## src/lcdseq_pkg.sv

```systemverilog
`timescale 1ns / 1ps
// Shared types and constants for the character LCD parallel sequencer.
// No dependencies; imported by lcdseq_charbuf and the top level.
package lcdseq_pkg;

    // Request codes on the cmd field
    localparam logic [2:0] CMD_TICK  = 3'd0;
    localparam logic [2:0] CMD_INIT  = 3'd1;
    localparam logic [2:0] CMD_CLEAR = 3'd2;
    localparam logic [2:0] CMD_GOTO  = 3'd3;
    localparam logic [2:0] CMD_LOAD  = 3'd4;

    // Request status codes
    localparam logic [1:0] STS_OK        = 2'd0;
    localparam logic [1:0] STS_NOT_READY = 2'd1;
    localparam logic [1:0] STS_OVERFLOW  = 2'd2;

    // Mode codes as reported on the mode field
    localparam logic [1:0] MODE_CODE_OFF  = 2'd0;
    localparam logic [1:0] MODE_CODE_INIT = 2'd1;
    localparam logic [1:0] MODE_CODE_OPER = 2'd2;

    // Configuration register indexes
    localparam logic [1:0] CFG_FUNCTION_SET = 2'd0;
    localparam logic [1:0] CFG_DISPLAY_CTRL = 2'd1;
    localparam logic [1:0] CFG_ENTRY_MODE   = 2'd2;

    // Fixed bits of the LCD command bytes
    localparam logic [7:0] LCD_FUNCTION_SET_BASE = 8'h20;
    localparam logic [7:0] LCD_DISPLAY_CTRL_BASE = 8'h08;
    localparam logic [7:0] LCD_CLR_DISPLAY       = 8'h01;
    localparam logic [7:0] LCD_ENTRY_MODE_BASE   = 8'h04;
    localparam logic [7:0] LCD_DDRAM_BASE        = 8'd128;
    localparam logic [7:0] LCD_ROW2_OFFSET       = 8'd64;

    typedef enum logic [2:0] {
        MODE_OFF  = 3'b001,
        MODE_INIT = 3'b010,
        MODE_OPER = 3'b100
    } t_mode;

    typedef enum logic [5:0] {
        ST_POWER_ON = 6'b000001,
        ST_FSET     = 6'b000010,
        ST_DCTL     = 6'b000100,
        ST_CLEAR    = 6'b001000,
        ST_EMODE    = 6'b010000,
        ST_DONE     = 6'b100000
    } t_stage;

    typedef enum logic [3:0] {
        OP_NONE  = 4'b0001,
        OP_CLEAR = 4'b0010,
        OP_GOTO  = 4'b0100,
        OP_WRITE = 4'b1000
    } t_op;

    typedef struct packed {
        logic       rs;
        logic       rw;
        logic [7:0] data_bus;
        logic       enable;
        logic       busy_res;
        logic [1:0] mode;
        logic [1:0] status;
    } t_result;

    function automatic logic [1:0] mode_code(input t_mode m);
        logic [1:0] c;
        case (m)
            MODE_INIT: c = MODE_CODE_INIT;
            MODE_OPER: c = MODE_CODE_OPER;
            default:   c = MODE_CODE_OFF;
        endcase
        return c;
    endfunction

endpackage

```

## src/char_lcd_parallel_sequencer_core.sv

```systemverilog
`timescale 1ns / 1ps
// Top level of the character LCD parallel sequencer (8-bit HD44780-style bus).
// Uses lcdseq_pkg and lcdseq_charbuf.
//
// Usage:
//   Every transfer on the input channel is one tick of the LCD sequencer:
//   cmd selects tick, start init, clear, goto or load character.  Each input
//   transfer yields exactly one result transfer carrying the pin levels
//   (rs, rw, data_bus, enable) after that tick, plus busy, mode and status.
//   A byte goes out as a two-tick strobe: enable rises, then falls.
//   Start init first; once mode reads operational and busy is low, clear,
//   goto and character loads are taken.  A load with last_char set starts
//   the write of the buffered string.
// Timing:
//   One input transfer per cycle while input ready is high; the result
//   is registered.  A two-entry output stage (output register plus skid
//   register) lets one more input be taken while a result waits; input
//   ready drops only when both entries are full.
// Reset:
//   Synchronous, active low.  Mode off, no request pending, pins low,
//   configuration registers at their default command bytes.
// Configuration:
//   Writes are always accepted (cfg ready is tied high); indexes beyond the
//   register list are ignored.
module char_lcd_parallel_sequencer_core
    import lcdseq_pkg::*;
#(
    parameter int STRING_DEPTH = 16
) (
    input  logic       i_clk,
    input  logic       i_rst_n,

    input  logic       i_cfg_valid,
    output logic       o_cfg_ready,
    input  logic [1:0] i_cfg_index,
    input  logic [5:0] i_cfg_data,

    input  logic       i_in_valid,
    output logic       o_in_ready,
    input  logic [2:0] i_in_cmd,
    input  logic [7:0] i_in_char_code,
    input  logic       i_in_last_char,
    input  logic       i_in_row,
    input  logic [3:0] i_in_column,

    output logic       o_out_valid,
    input  logic       i_out_ready,
    output logic       o_out_rs,
    output logic       o_out_rw,
    output logic [7:0] o_out_data_bus,
    output logic       o_out_enable,
    output logic       o_out_busy_res,
    output logic [1:0] o_out_mode,
    output logic [1:0] o_out_status
);

    localparam int CW = $clog2(STRING_DEPTH + 1);
    localparam int AW = (STRING_DEPTH > 1) ? $clog2(STRING_DEPTH) : 1;
    localparam logic [CW-1:0] DEPTH_C = CW'(STRING_DEPTH);
    localparam logic [CW-1:0] ONE_C   = CW'(1);

    // Configuration registers
    logic [5:0] r_fset;
    logic [3:0] r_dctl;
    logic [2:0] r_emode;

    // Sequencer state
    t_mode         r_mode,  n_mode;
    t_stage        r_stage, n_stage;
    t_op           r_op,    n_op;
    logic          r_en,    n_en;
    logic          r_busy,  n_busy;
    logic [CW-1:0] r_count, n_count;
    logic [CW-1:0] r_index, n_index;
    logic          r_row,   n_row;
    logic [3:0]    r_col,   n_col;
    logic          r_pin_rs,   n_pin_rs;
    logic [7:0]    r_pin_data, n_pin_data;

    // Output stage
    t_result r_out, r_skid, res;
    logic    r_out_valid, r_skid_valid;

    logic          in_xfer, out_xfer, seq_ready;
    logic          wr_en;
    logic [AW-1:0] wr_addr;
    logic [7:0]    rd_data;
    logic [1:0]    status;
    logic [7:0]    goto_addr;

    assign o_cfg_ready = 1'b1;
    assign o_in_ready  = !r_skid_valid;
    assign in_xfer     = i_in_valid && o_in_ready;
    assign out_xfer    = r_out_valid && i_out_ready;
    assign seq_ready   = (r_mode == MODE_OPER) && !r_busy;

    // Character load write port
    assign wr_en   = in_xfer && (i_in_cmd == CMD_LOAD) && seq_ready && (r_count < DEPTH_C);
    assign wr_addr = r_count[AW-1:0];

    lcdseq_charbuf #(
        .DEPTH (STRING_DEPTH),
        .AW    (AW)
    ) u_charbuf (
        .i_clk      (i_clk),
        .i_advance  (in_xfer),
        .i_wr_en    (wr_en),
        .i_wr_addr  (wr_addr),
        .i_wr_data  (i_in_char_code),
        .i_cur_addr (r_index[AW-1:0]),
        .i_nxt_addr (n_index[AW-1:0]),
        .o_rd_data  (rd_data)
    );

    always_ff @(posedge i_clk) begin
        if (!i_rst_n) begin
            r_fset  <= 6'd56;
            r_dctl  <= 4'd12;
            r_emode <= 3'd6;
        end else if (i_cfg_valid) begin
            case (i_cfg_index)
                CFG_FUNCTION_SET: r_fset  <= i_cfg_data;
                CFG_DISPLAY_CTRL: r_dctl  <= i_cfg_data[3:0];
                CFG_ENTRY_MODE:   r_emode <= i_cfg_data[2:0];
                default: ;
            endcase
        end
    end

    always_comb begin
        n_mode     = r_mode;
        n_stage    = r_stage;
        n_op       = r_op;
        n_en       = r_en;
        n_busy     = r_busy;
        n_count    = r_count;
        n_index    = r_index;
        n_row      = r_row;
        n_col      = r_col;
        n_pin_rs   = r_pin_rs;
        n_pin_data = r_pin_data;
        status     = STS_OK;
        goto_addr  = 8'h00;

        // Apply the request
        case (i_in_cmd)
            CMD_INIT: begin
                n_mode  = MODE_INIT;
                n_stage = ST_POWER_ON;
                n_en    = 1'b0;
                n_op    = OP_NONE;
                n_busy  = 1'b1;
                n_count = '0;
                n_index = '0;
            end
            CMD_CLEAR: begin
                if (!seq_ready) begin
                    status = STS_NOT_READY;
                end else begin
                    n_busy = 1'b1;
                    n_op   = OP_CLEAR;
                end
            end
            CMD_GOTO: begin
                if (!seq_ready) begin
                    status = STS_NOT_READY;
                end else begin
                    n_busy = 1'b1;
                    n_op   = OP_GOTO;
                    n_row  = i_in_row;
                    n_col  = i_in_column;
                end
            end
            CMD_LOAD: begin
                if (!seq_ready) begin
                    status = STS_NOT_READY;
                end else begin
                    if (r_count < DEPTH_C) begin
                        n_count = r_count + ONE_C;
                    end else begin
                        status = STS_OVERFLOW;
                    end
                    if (i_in_last_char) begin
                        n_busy  = 1'b1;
                        n_op    = OP_WRITE;
                        n_index = '0;
                    end
                end
            end
            default: ;
        endcase

        // Advance the sequencer one step
        if (n_mode == MODE_INIT) begin
            case (n_stage)
                ST_POWER_ON: begin
                    n_busy  = 1'b1;
                    n_stage = ST_FSET;
                end
                ST_FSET: begin
                    if (!n_en) begin
                        n_pin_rs   = 1'b0;
                        n_pin_data = LCD_FUNCTION_SET_BASE | {2'b00, r_fset};
                        n_en       = 1'b1;
                    end else begin
                        n_en    = 1'b0;
                        n_stage = ST_DCTL;
                    end
                end
                ST_DCTL: begin
                    if (!n_en) begin
                        n_pin_rs   = 1'b0;
                        n_pin_data = LCD_DISPLAY_CTRL_BASE | {4'b0000, r_dctl};
                        n_en       = 1'b1;
                    end else begin
                        n_en    = 1'b0;
                        n_stage = ST_CLEAR;
                    end
                end
                ST_CLEAR: begin
                    if (!n_en) begin
                        n_pin_rs   = 1'b0;
                        n_pin_data = LCD_CLR_DISPLAY;
                        n_en       = 1'b1;
                    end else begin
                        n_en    = 1'b0;
                        n_stage = ST_EMODE;
                    end
                end
                ST_EMODE: begin
                    if (!n_en) begin
                        n_pin_rs   = 1'b0;
                        n_pin_data = LCD_ENTRY_MODE_BASE | {5'b00000, r_emode};
                        n_en       = 1'b1;
                    end else begin
                        n_en    = 1'b0;
                        n_stage = ST_DONE;
                    end
                end
                default: begin
                    n_mode = MODE_OPER;
                    n_busy = 1'b0;
                    n_op   = OP_NONE;
                end
            endcase
        end else if (n_mode == MODE_OPER) begin
            case (n_op)
                OP_CLEAR: begin
                    if (!n_en) begin
                        n_pin_rs   = 1'b0;
                        n_pin_data = LCD_CLR_DISPLAY;
                        n_en       = 1'b1;
                    end else begin
                        n_en   = 1'b0;
                        n_busy = 1'b0;
                        n_op   = OP_NONE;
                    end
                end
                OP_GOTO: begin
                    goto_addr = LCD_DDRAM_BASE | {4'b0000, n_col}
                              | (n_row ? LCD_ROW2_OFFSET : 8'h00);
                    if (!n_en) begin
                        n_pin_rs   = 1'b0;
                        n_pin_data = goto_addr;
                        n_en       = 1'b1;
                    end else begin
                        n_en   = 1'b0;
                        n_busy = 1'b0;
                        n_op   = OP_NONE;
                    end
                end
                OP_WRITE: begin
                    if ((n_index < n_count) && (n_index < DEPTH_C)) begin
                        if (!n_en) begin
                            n_pin_rs   = 1'b1;
                            n_pin_data = rd_data;
                            n_en       = 1'b1;
                        end else begin
                            n_en    = 1'b0;
                            n_index = n_index + ONE_C;
                        end
                    end else begin
                        n_count = '0;
                        n_index = '0;
                        n_busy  = 1'b0;
                        n_op    = OP_NONE;
                    end
                end
                default: ;
            endcase
        end
    end

    always_comb begin
        res          = '0;
        res.rs       = n_pin_rs;
        res.rw       = 1'b0;
        res.data_bus = n_pin_data;
        res.enable   = n_en;
        res.busy_res = n_busy;
        res.mode     = mode_code(n_mode);
        res.status   = status;
    end

    always_ff @(posedge i_clk) begin
        if (!i_rst_n) begin
            r_mode     <= MODE_OFF;
            r_stage    <= ST_POWER_ON;
            r_op       <= OP_NONE;
            r_en       <= 1'b0;
            r_busy     <= 1'b0;
            r_count    <= '0;
            r_index    <= '0;
            r_row      <= 1'b0;
            r_col      <= 4'd0;
            r_pin_rs   <= 1'b0;
            r_pin_data <= 8'h00;
        end else if (in_xfer) begin
            r_mode     <= n_mode;
            r_stage    <= n_stage;
            r_op       <= n_op;
            r_en       <= n_en;
            r_busy     <= n_busy;
            r_count    <= n_count;
            r_index    <= n_index;
            r_row      <= n_row;
            r_col      <= n_col;
            r_pin_rs   <= n_pin_rs;
            r_pin_data <= n_pin_data;
        end
    end

    // Output register plus skid register
    always_ff @(posedge i_clk) begin
        if (!i_rst_n) begin
            r_out_valid  <= 1'b0;
            r_skid_valid <= 1'b0;
        end else if (r_skid_valid) begin
            if (out_xfer) begin
                r_skid_valid <= 1'b0;
            end
        end else if (in_xfer) begin
            if (!r_out_valid || out_xfer) begin
                r_out_valid <= 1'b1;
            end else begin
                r_skid_valid <= 1'b1;
            end
        end else if (out_xfer) begin
            r_out_valid <= 1'b0;
        end
    end

    always_ff @(posedge i_clk) begin
        if (r_skid_valid) begin
            if (out_xfer) begin
                r_out <= r_skid;
            end
        end else if (in_xfer) begin
            if (!r_out_valid || out_xfer) begin
                r_out <= res;
            end else begin
                r_skid <= res;
            end
        end
    end

    assign o_out_valid    = r_out_valid;
    assign o_out_rs       = r_out.rs;
    assign o_out_rw       = r_out.rw;
    assign o_out_data_bus = r_out.data_bus;
    assign o_out_enable   = r_out.enable;
    assign o_out_busy_res = r_out.busy_res;
    assign o_out_mode     = r_out.mode;
    assign o_out_status   = r_out.status;

endmodule

```

## src/lcdseq_charbuf.sv

```systemverilog
`timescale 1ns / 1ps
// Character string buffer: one write port and a registered read port that
// prefetches the next entry, with bypass of a same-cycle write.  Uses lcdseq_pkg.
module lcdseq_charbuf
    import lcdseq_pkg::*;
#(
    parameter int DEPTH = 16,
    parameter int AW    = 4
) (
    input  logic          i_clk,
    input  logic          i_advance,
    input  logic          i_wr_en,
    input  logic [AW-1:0] i_wr_addr,
    input  logic [7:0]    i_wr_data,
    input  logic [AW-1:0] i_cur_addr,
    input  logic [AW-1:0] i_nxt_addr,
    output logic [7:0]    o_rd_data
);

    logic [7:0] r_mem [DEPTH];
    logic [7:0] r_rd;

    always_ff @(posedge i_clk) begin
        if (i_wr_en) begin
            r_mem[i_wr_addr] <= i_wr_data;
        end
    end

    // Prefetch the entry that the index points at after this transfer
    always_ff @(posedge i_clk) begin
        if (i_advance) begin
            if (i_wr_en && (i_wr_addr == i_nxt_addr)) begin
                r_rd <= i_wr_data;
            end else begin
                r_rd <= r_mem[i_nxt_addr];
            end
        end
    end

    assign o_rd_data = (i_wr_en && (i_wr_addr == i_cur_addr)) ? i_wr_data : r_rd;

endmodule
```

## config.mk

```make
export PLATFORM = sky130hd
export DESIGN_NAME = char_lcd_parallel_sequencer_core
export DESIGN_NICKNAME = d
export VERILOG_FILES = /design/src/lcdseq_pkg.sv /design/src/char_lcd_parallel_sequencer_core.sv /design/src/lcdseq_charbuf.sv
export SDC_FILE = /design/constraint.sdc
export NUM_CORES = 1
export LEC_CHECK = 0
export BUFFER_PORTS_ARGS = -buffer_cell sky130_fd_sc_hd__buf_2
export CORE_ASPECT_RATIO = 0.7
export CORE_MARGIN = 2
export CORE_UTILIZATION = 57
export DETAILED_ROUTE_END_ITERATION = 7
export GPL_ROUTABILITY_DRIVEN = 0
export PLACE_DENSITY = 0.77
export SYNTH_ARGS = -nofsm -noshare
export SYNTH_HDL_FRONTEND = slang
export SYNTH_SLANG_ARGS = --single-unit
```

## constraint.sdc

```tcl
create_clock -name i_clk -period 6 [get_ports i_clk]
set_clock_uncertainty 0.15 [all_clocks]
set_input_delay 0.6 -clock i_clk [delete_from_list [all_inputs] [get_ports i_clk]]
set_output_delay 0.6 -clock i_clk [all_outputs]
set_load 0.02 [all_outputs]
```

## Word level (Yosys, flattened, before mapping)

Memories as Yosys holds them, arrays and structs flattened. A register that Yosys moved wholly into a read port is not among the register bits.
Cells that the tools add are included.

| storage, ports and cells | value |
|---|---|
| register bits | 82 |
| RAM bits | 128 |
| input port bits | 30 |
| output and inout bits | 19 |
| word-level logic and storage cells | 181 |
| memories | 1 |

Memory list:

| memory | depth | width | read ports | clocked after Yosys merged registers in | write ports | RTL line | RTL |
|---|---|---|---|---|---|---|---|
| u_charbuf.r_mem | 16 | 8 | 1 | 1 | 1 | lcdseq_charbuf.sv:20 | `logic [7:0] r_mem [DEPTH];` |

| cells by class | value |
|---|---|
| add/subtract/negate cells | 2 |
| magnitude comparators | 3 |
| equal/unequal tests | 22 |
| mux-type cells | 95 |
| bitwise operators | 3 |
| reduce and logical (&&, ||, !) cells | 26 |

Operators with widths:

| kind | count |
|---|---|
| 8-bit two-way mux | 10 |
| 5-bit two-way mux | 13 |
| 16-bit two-way mux | 4 |
| 4-bit two-way mux | 11 |
| 6-bit two-way mux | 6 |
| 8-bit one-hot mux with 4 select lines | 1 |
| 1-bit two-way mux | 31 |
| 6-bit one-hot mux with 5 select lines | 1 |
| 8-bit one-hot mux with 3 select lines | 1 |
| 5-bit one-hot mux with 2 select lines | 2 |
| 4-bit one-hot mux with 4 select lines | 1 |
| 3-bit by 2-bit == test with 1-bit output, second input constant | 4 |
| 3-bit == test, second input constant | 4 |
| 5-bit by 1-bit adder with 5-bit output, second input constant | 2 |
| 5-bit < comparator, second input constant | 2 |
| 3-bit two-way mux | 3 |
| 3-bit AND reduction | 3 |
| 1-bit logical AND | 8 |
| 8-bit by 7-bit OR with 8-bit output | 1 |
| 1-bit one-hot mux with 2 select lines | 4 |
| 2-bit one-hot mux with 2 select lines | 2 |
| 4-bit one-hot mux with 2 select lines | 1 |
| 7-bit two-way mux | 1 |
| 6-bit by 1-bit == test with 1-bit output, second input constant | 1 |
| 24 further kinds | 34 |

## Longest topological paths before layout

Gate-level depths: netlist of run 1.

| logic depth | value |
|---|---|
| word-level depth | 15 |
| gate-level depth with buffers | 20 |
| mapped depth without buffers | 17 |

## By module

A second synthesis of run 1 with hierarchy kept.

| unflattened totals | value |
|---|---|
| cells, all modules | 805 |
| area total of the unflattened synthesis | 10466.3 um2 |

By module, submodules not included:

| module | instances | cells each | area an instance (um2) | seq. area each (um2) |
|---|---|---|---|---|
| lcdseq_charbuf | 1 | 258 | 5664.2 | 4083.9 |
| char_lcd_parallel_sequencer_core | 1 | 547 | 4802.1 | 1921.8 |

## Least setup slack after synthesis of run 1

No wires, ideal clock.

| timing | value |
|---|---|
| path kind | register to register |
| start point | register r_mode[0] |
| end point | register u_charbuf.r_rd[0], read port of u_charbuf.r_mem (data pin) |
| arrival time | 4.323 ns |
| required time | 5.586 ns |
| setup slack | 1.264 ns |
| cell stages (with the launch flop) | 18 |
| cells stage by stage | dfxtp_1 buf_6 or3b_1 nor3_1 nand4_1 or4b_1 a21oi_1 a21oi_1 ha_1 a21o_1 a211oi_1 nand2_1 or4_4 mux2_4 xnor2_1 nor4_1 nand2_2 mux2i_1 |

| on the way | value |
|---|---|
| cells in the longest elaborated chain, start to end | 10 |

Ends and longest elaborated chain:

| item | RTL line | RTL |
|---|---|---|
| start, declared | char_lcd_parallel_sequencer_core.sv:68 | `t_mode r_mode, n_mode;` |
| start signal, assigned | char_lcd_parallel_sequencer_core.sv:319 | `r_mode <= n_mode;` |
| 3-bit == test | char_lcd_parallel_sequencer_core.sv:95 | `assign seq_ready = (r_mode == MODE_OPER) && !r_busy;` |
| 1-bit logical AND | char_lcd_parallel_sequencer_core.sv:95 |  |
| 5-bit two-way mux | char_lcd_parallel_sequencer_core.sv:175 | `if (!seq_ready) begin` |
| 5-bit one-hot mux with 2 select lines | char_lcd_parallel_sequencer_core.sv:146 | `case (i_in_cmd)` |
| 5-bit by 1-bit adder with 5-bit output / 5-bit < comparator (equally long branches) | char_lcd_parallel_sequencer_core.sv:280, char_lcd_parallel_sequencer_core.sv:273 |  |
| 5-bit two-way mux / 1-bit logical AND (equally long branches) | char_lcd_parallel_sequencer_core.sv:274, char_lcd_parallel_sequencer_core.sv:273 |  |
| 5-bit two-way mux | char_lcd_parallel_sequencer_core.sv:273 | `if ((n_index < n_count) && (n_index < DEPTH_C)) begin` |
| 5-bit two-way mux | char_lcd_parallel_sequencer_core.sv:247 | `case (n_op)` |
| 5-bit two-way mux | char_lcd_parallel_sequencer_core.sv:246 | `end else if (n_mode == MODE_OPER) begin` |
| 5-bit two-way mux (*) | char_lcd_parallel_sequencer_core.sv:194 | `if (n_mode == MODE_INIT) begin` |
| end, declared | lcdseq_charbuf.sv:21 | `logic [7:0] r_rd;` |

Every way passes the cells marked *; elsewhere a longest branch is shown, timed or not.
A chain may end at the register's enable or synchronous reset.

## Worst setup path after layout of run 1

| timing | value |
|---|---|
| start point | register r_mode[0] |
| end point | register u_charbuf.r_rd[1], read port of u_charbuf.r_mem (data pin) |

The elaborated chain is that of the path after synthesis.

==> results by stage, run 1 <==
Outcome:
- The flow ran to the end, and the final reports show no timing, DRC or antenna violations.

Power and ir drop:
- Power spread over the standard cell area amounts to 286 mW/mm^2.
- Summed over all cells, the static leakage comes to 4.04 nW.
- The final total power is 3.25 mW.
- The highest ir drop seen on vdd is 0.000220 V.

Floorplan:
- The core area is 0.0179 mm^2.
- The initial utilization of the core area, before any placement, comes to 57.8%.
- The die is 117 um tall.
- The floorplan row count is 41.
- The number of primary I/O pins is 49.
- The die covers 0.0193 mm^2.
- The die is 165 um wide.

Yosys:
- The cell area that synthesis handed to floorplanning was 0.0104 mm^2.
- The complex-gate fraction of the synthesized area is 15.4%.
- The number of warning messages in the yosys log is 0.
- The mean post-synth cell area is 11.3 um^2.
- The post-synthesis mux area share is 5.06%.
- The most used flip-flop cell after synthesis is sky130_fd_sc_hd__edfxtp_1.
- The distinct cell type count of the synthesized netlist is 76.
- The synthesized design contains 217 register bits.
- The share of flip-flops with an asynchronous set or reset after synthesis is 0%.
- Summing the areas of all xor and xnor instances in the mapped netlist gives 1.02% of the synthesized area.
- The portion of the post-synthesis area used by sequential elements is 58.0%.
- The synthesized instance count is 920.
- The main combinational cell family by area after synthesis is simple AND/OR/NAND/NOR gates.
- The number of enable flip-flop cells after synthesis is 166.
- Synthesis produced a netlist with a net count of 959.
- After Yosys synthesis, full adders, half adders and majority gates account for 1.09% of the synthesized area.
- After Yosys synthesis, and, or, nand and nor cells account for 15.9% of the synthesized area.

Layout:
- The area growth from synthesis to layout is 9.87%.
- The final design area excluding fillers is 0.0114 mm^2.
- The leading cell type in the layout, fill and taps excluded is sky130_fd_sc_hd__edfxtp_1.
- The count of antenna diodes in the layout is 0.
- In the layout the commonest cells are sky130_fd_sc_hd__edfxtp_1, sky130_fd_sc_hd__nand2_1, sky130_fd_sc_hd__nor2_1, sky130_fd_sc_hd__and3_1, sky130_fd_sc_hd__a211oi_1.
- At the end of the flow, the number of nets in the layout was 981.
- The share of layout cells above drive strength 1 is 11.9%.
- Cells fill 63.5% of the core in the end.

STA:
- For the pin with the worst max-slew slack, the measured transition is 1.34 ns.
- The number of max-slew violations in the final report was 0.
- Setup violations remaining at the end of the flow were counted as 0.
- Setup repair after global routing left no endpoint under its margin.
- After layout, the worst path uses 92.6% of the clock period.
- Based on the critical path, the design can be clocked at up to 0.180 GHz.
- Across all setup checks in the final design, the least slack found is 0.446 ns.
- Counting I/O delays and the setup requirement, the final critical path takes 5.55 ns.
- The count of endpoints failing hold in the final timing report came to 0.
- Adding up every negative setup slack in the final design gives 0 ns.
- The headroom to the max-slew limit is 10.1%.

Critical path:
- The start-to-end type of the worst setup path is reg2reg.
- The launch point of the worst reg-to-reg path is r_mode[0]$_SDFFE_PN1P_.
- The start point of the critical path is r_mode[0]$_SDFFE_PN1P_.
- The category of the worst setup path launch point is a flip-flop.
- The required arrival time at the worst endpoint is 6.19 ns.
- The critical path arrival is 5.75 ns.
- The largest fanout of any net on the critical path is 31.
- The critical path capture point type is a flip-flop.

Placement:
- The HPWL after detailed placement is 16600 um.
- Prior to clock tree synthesis, the placed netlist has a worst setup slack of 0.620 ns.
- The cell area after placement is 0.0107 mm^2.
- The number of buffers inserted by port buffering is 45.

GRT:
- Across every metal layer, demand over resource in global routing totals 25.8%.
- The total congestion overflow after global routing is 0.
- The wire length of the first global-routing pass is 37900 um.
- The via count of the first global-routing pass came to 6952.
- The initial antenna violation count is 0.
- Entering global routing, the biggest net connects 51 pins.

Min path:
- In this run the most critical hold path is launched from i_cfg_data[3].
- The worst hold-check path type is in2reg.

Clock network:
- For this design, the CTS-stage hold fixing added 0 buffers.
- TritonCTS built the clock tree.
- The clock latency at the later pin of the worst-skew pair is 0.50 ns.
- Clock tree synthesis selected as its root buffer the cell sky130_fd_sc_hd__clkbuf_16.
- The number of setup buffers added after CTS is 0.
- The number of instances resized during post-cts repair is 0.
- Clock tree synthesis found a total of 217 sinks.
- CTS built an H-tree with a depth of 1.
- Clock tree synthesis inserted a total of 21 buffers.
- The number of buffers on the longest clock path is 3.
- Clock-pin slew was measured on the worst setup and hold paths at 0.07 ns.

Flow run:
- The tool flagged a number of max-cap violations equal to 0.

Routing:
- The violation count after the first detailed-routing iteration is 927.
- In the routed design, unresolved DRC markers number 0.
- The final layout contains routed wiring with a total length of 24700 um.
- The number of detailed-route iterations in the first pass is 5.
- Dividing the detail-routed wire length by the instance count gives 20.7 um.
- The antenna violation net count after detailed routing is 0.
- Using the TritonRoute via totals, the vias-per-cell ratio works out to 6.30.
- The total vias in the final route is 7499.
sequential cells by signal, indices dropped and copies added, names as in the netlist, 6 cells and up:
register,cells
o_out_data_bus,8
r_pin_data,8
r_skid,15
r_stage,6
u_charbuf.r_mem,128
u_charbuf.r_rd,8
routing by layer:
| metal | up-vias | GRT usage [%] | part of all wire (%) |
|---|---|---|---|
| met4 | 0 | 4.23 | 1.3 |
| met5 | - | 0 | 0 |
| met2 | 391 | 36.3 | 41 |
| met3 | 26 | 6.78 | 12 |
| met1 | 3572 | 40.5 | 46 |
| li1 | 3510 | - | - |
area by class of cell:
| cell class | count | area (um^2) |
|---|---|---|
| tap | 236 | 295 |
| multi-input combinational | 620 | 3990 |
| inverter | 25 | 93.8 |
| fill | 1392 | 6530 |
| clock inverter | 8 | 115 |
| timing repair buffer | 57 | 315 |
| clock buffer | 28 | 562 |
| sequential | 217 | 6010 |
critical path, cell delays in order (launching register included):
cell,delay [ns]
sky130_fd_sc_hd__dfxtp_1,0.44
sky130_fd_sc_hd__or3b_1,0.49
sky130_fd_sc_hd__nor3_1,0.18
sky130_fd_sc_hd__buf_4,0.18
sky130_fd_sc_hd__nand4_1,0.12
sky130_fd_sc_hd__or4b_1,0.49
sky130_fd_sc_hd__a21oi_1,0.15
sky130_fd_sc_hd__a21oi_1,0.09
sky130_fd_sc_hd__ha_1,0.34
sky130_fd_sc_hd__a21o_1,0.16
sky130_fd_sc_hd__a211oi_1,0.33
sky130_fd_sc_hd__nand2_1,0.12
sky130_fd_sc_hd__or4_4,0.52
sky130_fd_sc_hd__mux2i_2,0.15
sky130_fd_sc_hd__buf_4,0.39
sky130_fd_sc_hd__a211oi_1,0.09
sky130_fd_sc_hd__o21ai_0,0.53
sky130_fd_sc_hd__o2111ai_1,0.27
sky130_fd_sc_hd__mux2i_1,0.19
stage by stage:
stage,hold slack (ns),std cells
final,0.170,1191
after global routing,0.161,1191
after CTS,0.160,1191
after detailed placement,0.312,1155
after global placement,0.302,1155
after floorplan,0.291,920
worst paths after layout:
path | to | slack [ns] | cells past startpoint
worst max-delay path | u_charbuf.r_rd[1]$_DFFE_PP_ | 0.45 | 18
worst min-delay path | r_fset[3]$_SDFFE_PN1P_ | 0.17 | 3
worst max register to register | u_charbuf.r_rd[1]$_DFFE_PP_ | 0.45 | 18
worst min register to register | r_op[3]$_SDFFE_PN0P_ | 0.32 | 2
cells in the mapped netlist (3+ instances only):
library cell / instances / area, um^2
sky130_fd_sc_hd__o211ai_1: 6 / 45.0
sky130_fd_sc_hd__a21boi_1: 4 / 30.0
sky130_fd_sc_hd__buf_4: 4 / 30.0
sky130_fd_sc_hd__a31oi_1: 6 / 37.5
sky130_fd_sc_hd__a221oi_1: 3 / 26.3
sky130_fd_sc_hd__dfxtp_1: 51 / 1020
sky130_fd_sc_hd__ha_1: 9 / 113
sky130_fd_sc_hd__o21a_1: 4 / 30.0
sky130_fd_sc_hd__and4_1: 3 / 26.3
sky130_fd_sc_hd__and2_1: 13 / 81.3
sky130_fd_sc_hd__a21o_1: 5 / 37.5
sky130_fd_sc_hd__nor2_1: 59 / 221
sky130_fd_sc_hd__o21ai_0: 40 / 200
sky130_fd_sc_hd__a22oi_1: 9 / 67.6
sky130_fd_sc_hd__o2111ai_1: 8 / 70.1
sky130_fd_sc_hd__clkbuf_1: 36 / 135
sky130_fd_sc_hd__a21oi_1: 43 / 215
sky130_fd_sc_hd__nand3_1: 15 / 75.1
sky130_fd_sc_hd__o41ai_1: 3 / 26.3
sky130_fd_sc_hd__inv_1: 22 / 82.6
sky130_fd_sc_hd__nand4_1: 5 / 31.3
sky130_fd_sc_hd__nor3b_1: 13 / 97.6
sky130_fd_sc_hd__nand2b_1: 7 / 43.8
sky130_fd_sc_hd__o21ai_1: 17 / 85.1
sky130_fd_sc_hd__or3b_1: 3 / 26.3
sky130_fd_sc_hd__and3_1: 55 / 344
sky130_fd_sc_hd__mux2_2: 12 / 135
sky130_fd_sc_hd__nor2b_1: 19 / 119
sky130_fd_sc_hd__mux2i_1: 36 / 360
sky130_fd_sc_hd__edfxtp_1: 166 / 4980
sky130_fd_sc_hd__o31ai_1: 4 / 30.0
sky130_fd_sc_hd__nand2_1: 85 / 319
sky130_fd_sc_hd__xnor2_1: 10 / 87.6
sky130_fd_sc_hd__nor3_1: 15 / 75.1
sky130_fd_sc_hd__a22o_1: 3 / 26.3
sky130_fd_sc_hd__buf_2: 14 / 70.1
sky130_fd_sc_hd__o211a_1: 4 / 40.0
sky130_fd_sc_hd__a211oi_1: 53 / 398
logic make-up (layout without fill, tap and decap cells):
group,count (synthesis),in the layout
other,2,2
AO/OA/AOI/OAI,236,236
XOR/XNOR,12,12
multiplexers,50,50
adder cells (fa/ha/maj),9,9
buffers and inverters,83,118
flip-flops,217,217
AND/OR/NAND/NOR,311,311
power breakdown:
group | switching (mW) | total, mW | leakage, nW | internal [mW]
Sequential | 0.0179 | 1.67 | 1.93 | 1.65
Clock | 0.540 | 1.32 | 0.327 | 0.785
Combinational | 0.172 | 0.259 | 1.78 | 0.0875
Note: power is estimated with default switching activity, not from simulation.
==> run 2, diff against run 1 <==
BUFFER_PORTS_ARGS = -buffer_cell sky130_fd_sc_hd__clkbuf_2   (was -buffer_cell sky130_fd_sc_hd__buf_2)
==> results by stage, run 2 (synthesis results as in run 1) <==
Critical path:
- The length in cells of the worst reg-to-reg path is 18 (unchanged).
- The required arrival time at the worst endpoint is 6.17 ns (-0.02 ns).
- The worst setup path is launched from a flip-flop.
- The endpoint identified for the worst register-to-register timing path is u_charbuf.r_rd[7]$_DFFE_PP_.
- The largest fanout of any net on the critical path is 31 (unchanged).
- The launch point of the worst reg-to-reg path is r_mode[0]$_SDFFE_PN1P_.
- The reg2reg setup slack came to 0.35 ns (-0.10 ns).
- The timing endpoint of the critical path is u_charbuf.r_rd[7]$_DFFE_PP_.
- The critical path capture point type is a flip-flop.
- The start point of the critical path is r_mode[0]$_SDFFE_PN1P_.
- The critical path in this run is classified as reg2reg.
- The critical path arrival is 5.83 ns (+0.08 ns).

Clock network:
- The post-CTS setup buffer count came to 0 (unchanged).
- TritonCTS built the clock tree.
- The number of buffers on the longest clock path is 3 (unchanged).
- The number of H-tree branching levels is 1 (unchanged).
- The number of instances resized during post-cts repair is 0 (unchanged).
- The library cell used as clock root buffer is sky130_fd_sc_hd__clkbuf_16.
- The hold buffer count at cts came to 0 (unchanged).
- The number of sinks on the clock net is 217 (unchanged).
- The clock-pin slew of the registers on the worst-case setup and hold paths came to 0.07 ns (about the same).
- The clock latency at the later pin of the worst-skew pair was 0.50 ns (about the same).
- The total clock buffers created by CTS is 21 (unchanged).

STA:
- The headroom to the max-slew limit is 17.8% (+7.7 points).
- The number of max-slew violations in the final report is 0 (unchanged).
- The setup violation total in the final timing report was 0 (unchanged).
- The post-route clock period utilization is 94.2% (+1.7 points).
- The count of endpoints failing hold in the final timing report is 0 (unchanged).
- Setup repair after global routing left no endpoint under its margin.
- The transition time at the pin with the least slew margin is 1.22 ns (-0.115 ns).
- The summed negative setup slack over all endpoints was 0 ns (unchanged).
- The minimum period implied by the final worst setup slack came to 5.65 ns (+0.0996 ns).
- The highest achievable clock rate was 0.177 GHz (-1.8%).

Routing:
- The antenna violation net count after detailed routing is 0 (unchanged).
- The average routed wire per standard cell is 20.5 um (-1.2%).
- The final wirelength came to 24400 um (-1.1%).
- The number of detailed-route iterations in the first pass is 5 (unchanged).
- The violation count after the first detailed-routing iteration was 880 (-5.1%).
- The number of remaining DRC errors is 0 (unchanged).
- The detailed-route vias per instance came to 6.28 (-0.31%).
- The total vias in the final route came to 7488 (-0.15%).

Layout:
- The area added between synthesis and finish is 9.86% (about the same).
- The register ranked first by flip-flop count is u_charbuf.r_mem.
- The largest registers in the layout are u_charbuf.r_mem x128, r_skid x15.
- The number of nets in the layout is 982 (+0.10%).
- The top cell types in the final layout, fill and taps aside, are sky130_fd_sc_hd__edfxtp_1, sky130_fd_sc_hd__nand2_1, sky130_fd_sc_hd__nor2_1, sky130_fd_sc_hd__and3_1, sky130_fd_sc_hd__a211oi_1.
- The core occupancy in the finished layout is 63.5% (about the same).
- The number of flip-flops in the largest register came to 128 (unchanged).
- The count of non-filler cells in the finished layout is 1193 (+0.17%).
- The count of antenna diodes in the layout came to 0 (unchanged).
- The share of layout cells above drive strength 1 is 12.0% (+0.080 points).
- The library cell used most frequently in the layout, excluding fill and tap cells, is sky130_fd_sc_hd__edfxtp_1.

Placement:
- The HPWL after detailed placement is 16500 um (-0.65%).
- The number of placed cells counting well taps was 1156 (+0.087%).
- The number of buffers inserted by port buffering is 45 (unchanged).

GRT:
- The via count of the first global-routing pass is 6782 (-2.4%).
- The initial antenna violation count is 0 (unchanged).
- The pin count of the biggest net entering global routing is 51 (unchanged).
- The total congestion overflow after global routing was 0 (unchanged).
- The wire length of the first global-routing pass is 37700 um (-0.60%).
- The global routing usage summed across all routing layers is 25.6% (-0.11 points).

Floorplan:
- The number of primary I/O pins is 49 (unchanged).
- The initial cell density of the core was 57.8% (unchanged).
- The die height is 117 um (unchanged).
- The core area came to 0.0179 mm^2 (unchanged).
- The die outline area came to 0.0193 mm^2 (unchanged).
- The floorplan row count is 41 (unchanged).
- The die width came to 165 um (unchanged).

Power and ir drop:
- The highest ir drop seen on vdd is 0.000282 V (+28%).
- The final total power is 3.23 mW (-0.75%).
- The static power due to leakage is 4.05 nW (+0.18%).
- The power density over the cells is 284 mW/mm^2 (-0.74%).

Outcome:
- The flow ran to the end, and the final reports show no timing, DRC or antenna violations.

Min path:
- The tightest min-delay check is of the in2reg type.

Flow run:
- The number of violations of the max-capacitance limit is 0 (unchanged).
## run 2: cell count changes in the layout (fill, tap and decap cells not counted)
cell,change
sky130_fd_sc_hd__clkbuf_8,+1
sky130_fd_sc_hd__buf_4,+1
sky130_fd_sc_hd__clkbuf_1,+1
sky130_fd_sc_hd__clkbuf_2,+45
sky130_fd_sc_hd__clkinv_2,-1
sky130_fd_sc_hd__inv_6,+1
sky130_fd_sc_hd__buf_2,-45
sky130_fd_sc_hd__bufinv_16,-1
## run 2: layer usage
layer	part of all wire (%)	routed length, um	up-vias	global-route usage, %
met5	0	0	-	0
met4	1.6	399	0	5.04
met3	11	2660	30	6.29
met2	40	9810	340	34.6
met1	47	11600	3594	41.6
li1	-	-	3524	-
## run 2: final cells by class
cell class	instances	area, um^2
Inverter	25	93.8
Sequential cell	217	6010
Fill cell	1342	6530
Tap cell	236	295
Clock buffer	30	579
Timing Repair Buffer	58	323
Clock inverter	7	88.8
Multi-Input combinational cell	620	3990
## run 2: where the power goes
group	switching, mW	total (mW)	internal [mW]
Clock	0.540	1.30	0.759
Sequential	0.0191	1.67	1.65
Combinational	0.171	0.258	0.0872
Total	0.730	3.23	2.49
## run 2: worst min path at each step
stage                         startpoint                endpoint  slack [ns]  cells past startpoint
finish                     i_cfg_data[3]  r_fset[3]$_SDFFE_PN1P_        0.17                      3
global route               i_cfg_data[4]  r_fset[4]$_SDFFE_PN1P_        0.18                      3
CTS                        i_cfg_data[3]  r_fset[3]$_SDFFE_PN1P_        0.16                      3
detailed placement  r_op[3]$_SDFFE_PN0P_    r_op[3]$_SDFFE_PN0P_        0.31                      2
global placement    r_op[3]$_SDFFE_PN0P_    r_op[3]$_SDFFE_PN0P_        0.30                      2
floorplan           r_op[3]$_SDFFE_PN0P_    r_op[3]$_SDFFE_PN0P_        0.29                      2
## run 2: critical path: stages (launching register included)
cell and delay (ns):
sky130_fd_sc_hd__dfxtp_1 0.43, sky130_fd_sc_hd__or3b_1 0.48, sky130_fd_sc_hd__nor3_1 0.23, sky130_fd_sc_hd__buf_4 0.19
sky130_fd_sc_hd__nand4_1 0.11, sky130_fd_sc_hd__or4b_1 0.49, sky130_fd_sc_hd__a21oi_1 0.16, sky130_fd_sc_hd__a21oi_1 0.09
sky130_fd_sc_hd__ha_1 0.34, sky130_fd_sc_hd__a21o_1 0.18, sky130_fd_sc_hd__a211oi_1 0.39, sky130_fd_sc_hd__nand2_1 0.13
sky130_fd_sc_hd__or4_4 0.53, sky130_fd_sc_hd__mux2i_2 0.15, sky130_fd_sc_hd__buf_4 0.38, sky130_fd_sc_hd__a211oi_1 0.10
sky130_fd_sc_hd__o21ai_0 0.52, sky130_fd_sc_hd__o2111ai_1 0.20, sky130_fd_sc_hd__mux2i_1 0.20
## run 2: through the flow
stage | setup WS, ns | hold WS (ns) | cell area [um^2]
2_1_floorplan | 1.26 | 0.291 | 10400
3_5_place_dp | 0.564 | 0.311 | 10700
3_3_place_gp | 0.658 | 0.303 | 10700
6_report | 0.346 | 0.166 | 11400
5_1_grt | 0.0781 | 0.181 | 11400
4_1_cts | 0.522 | 0.159 | 11400
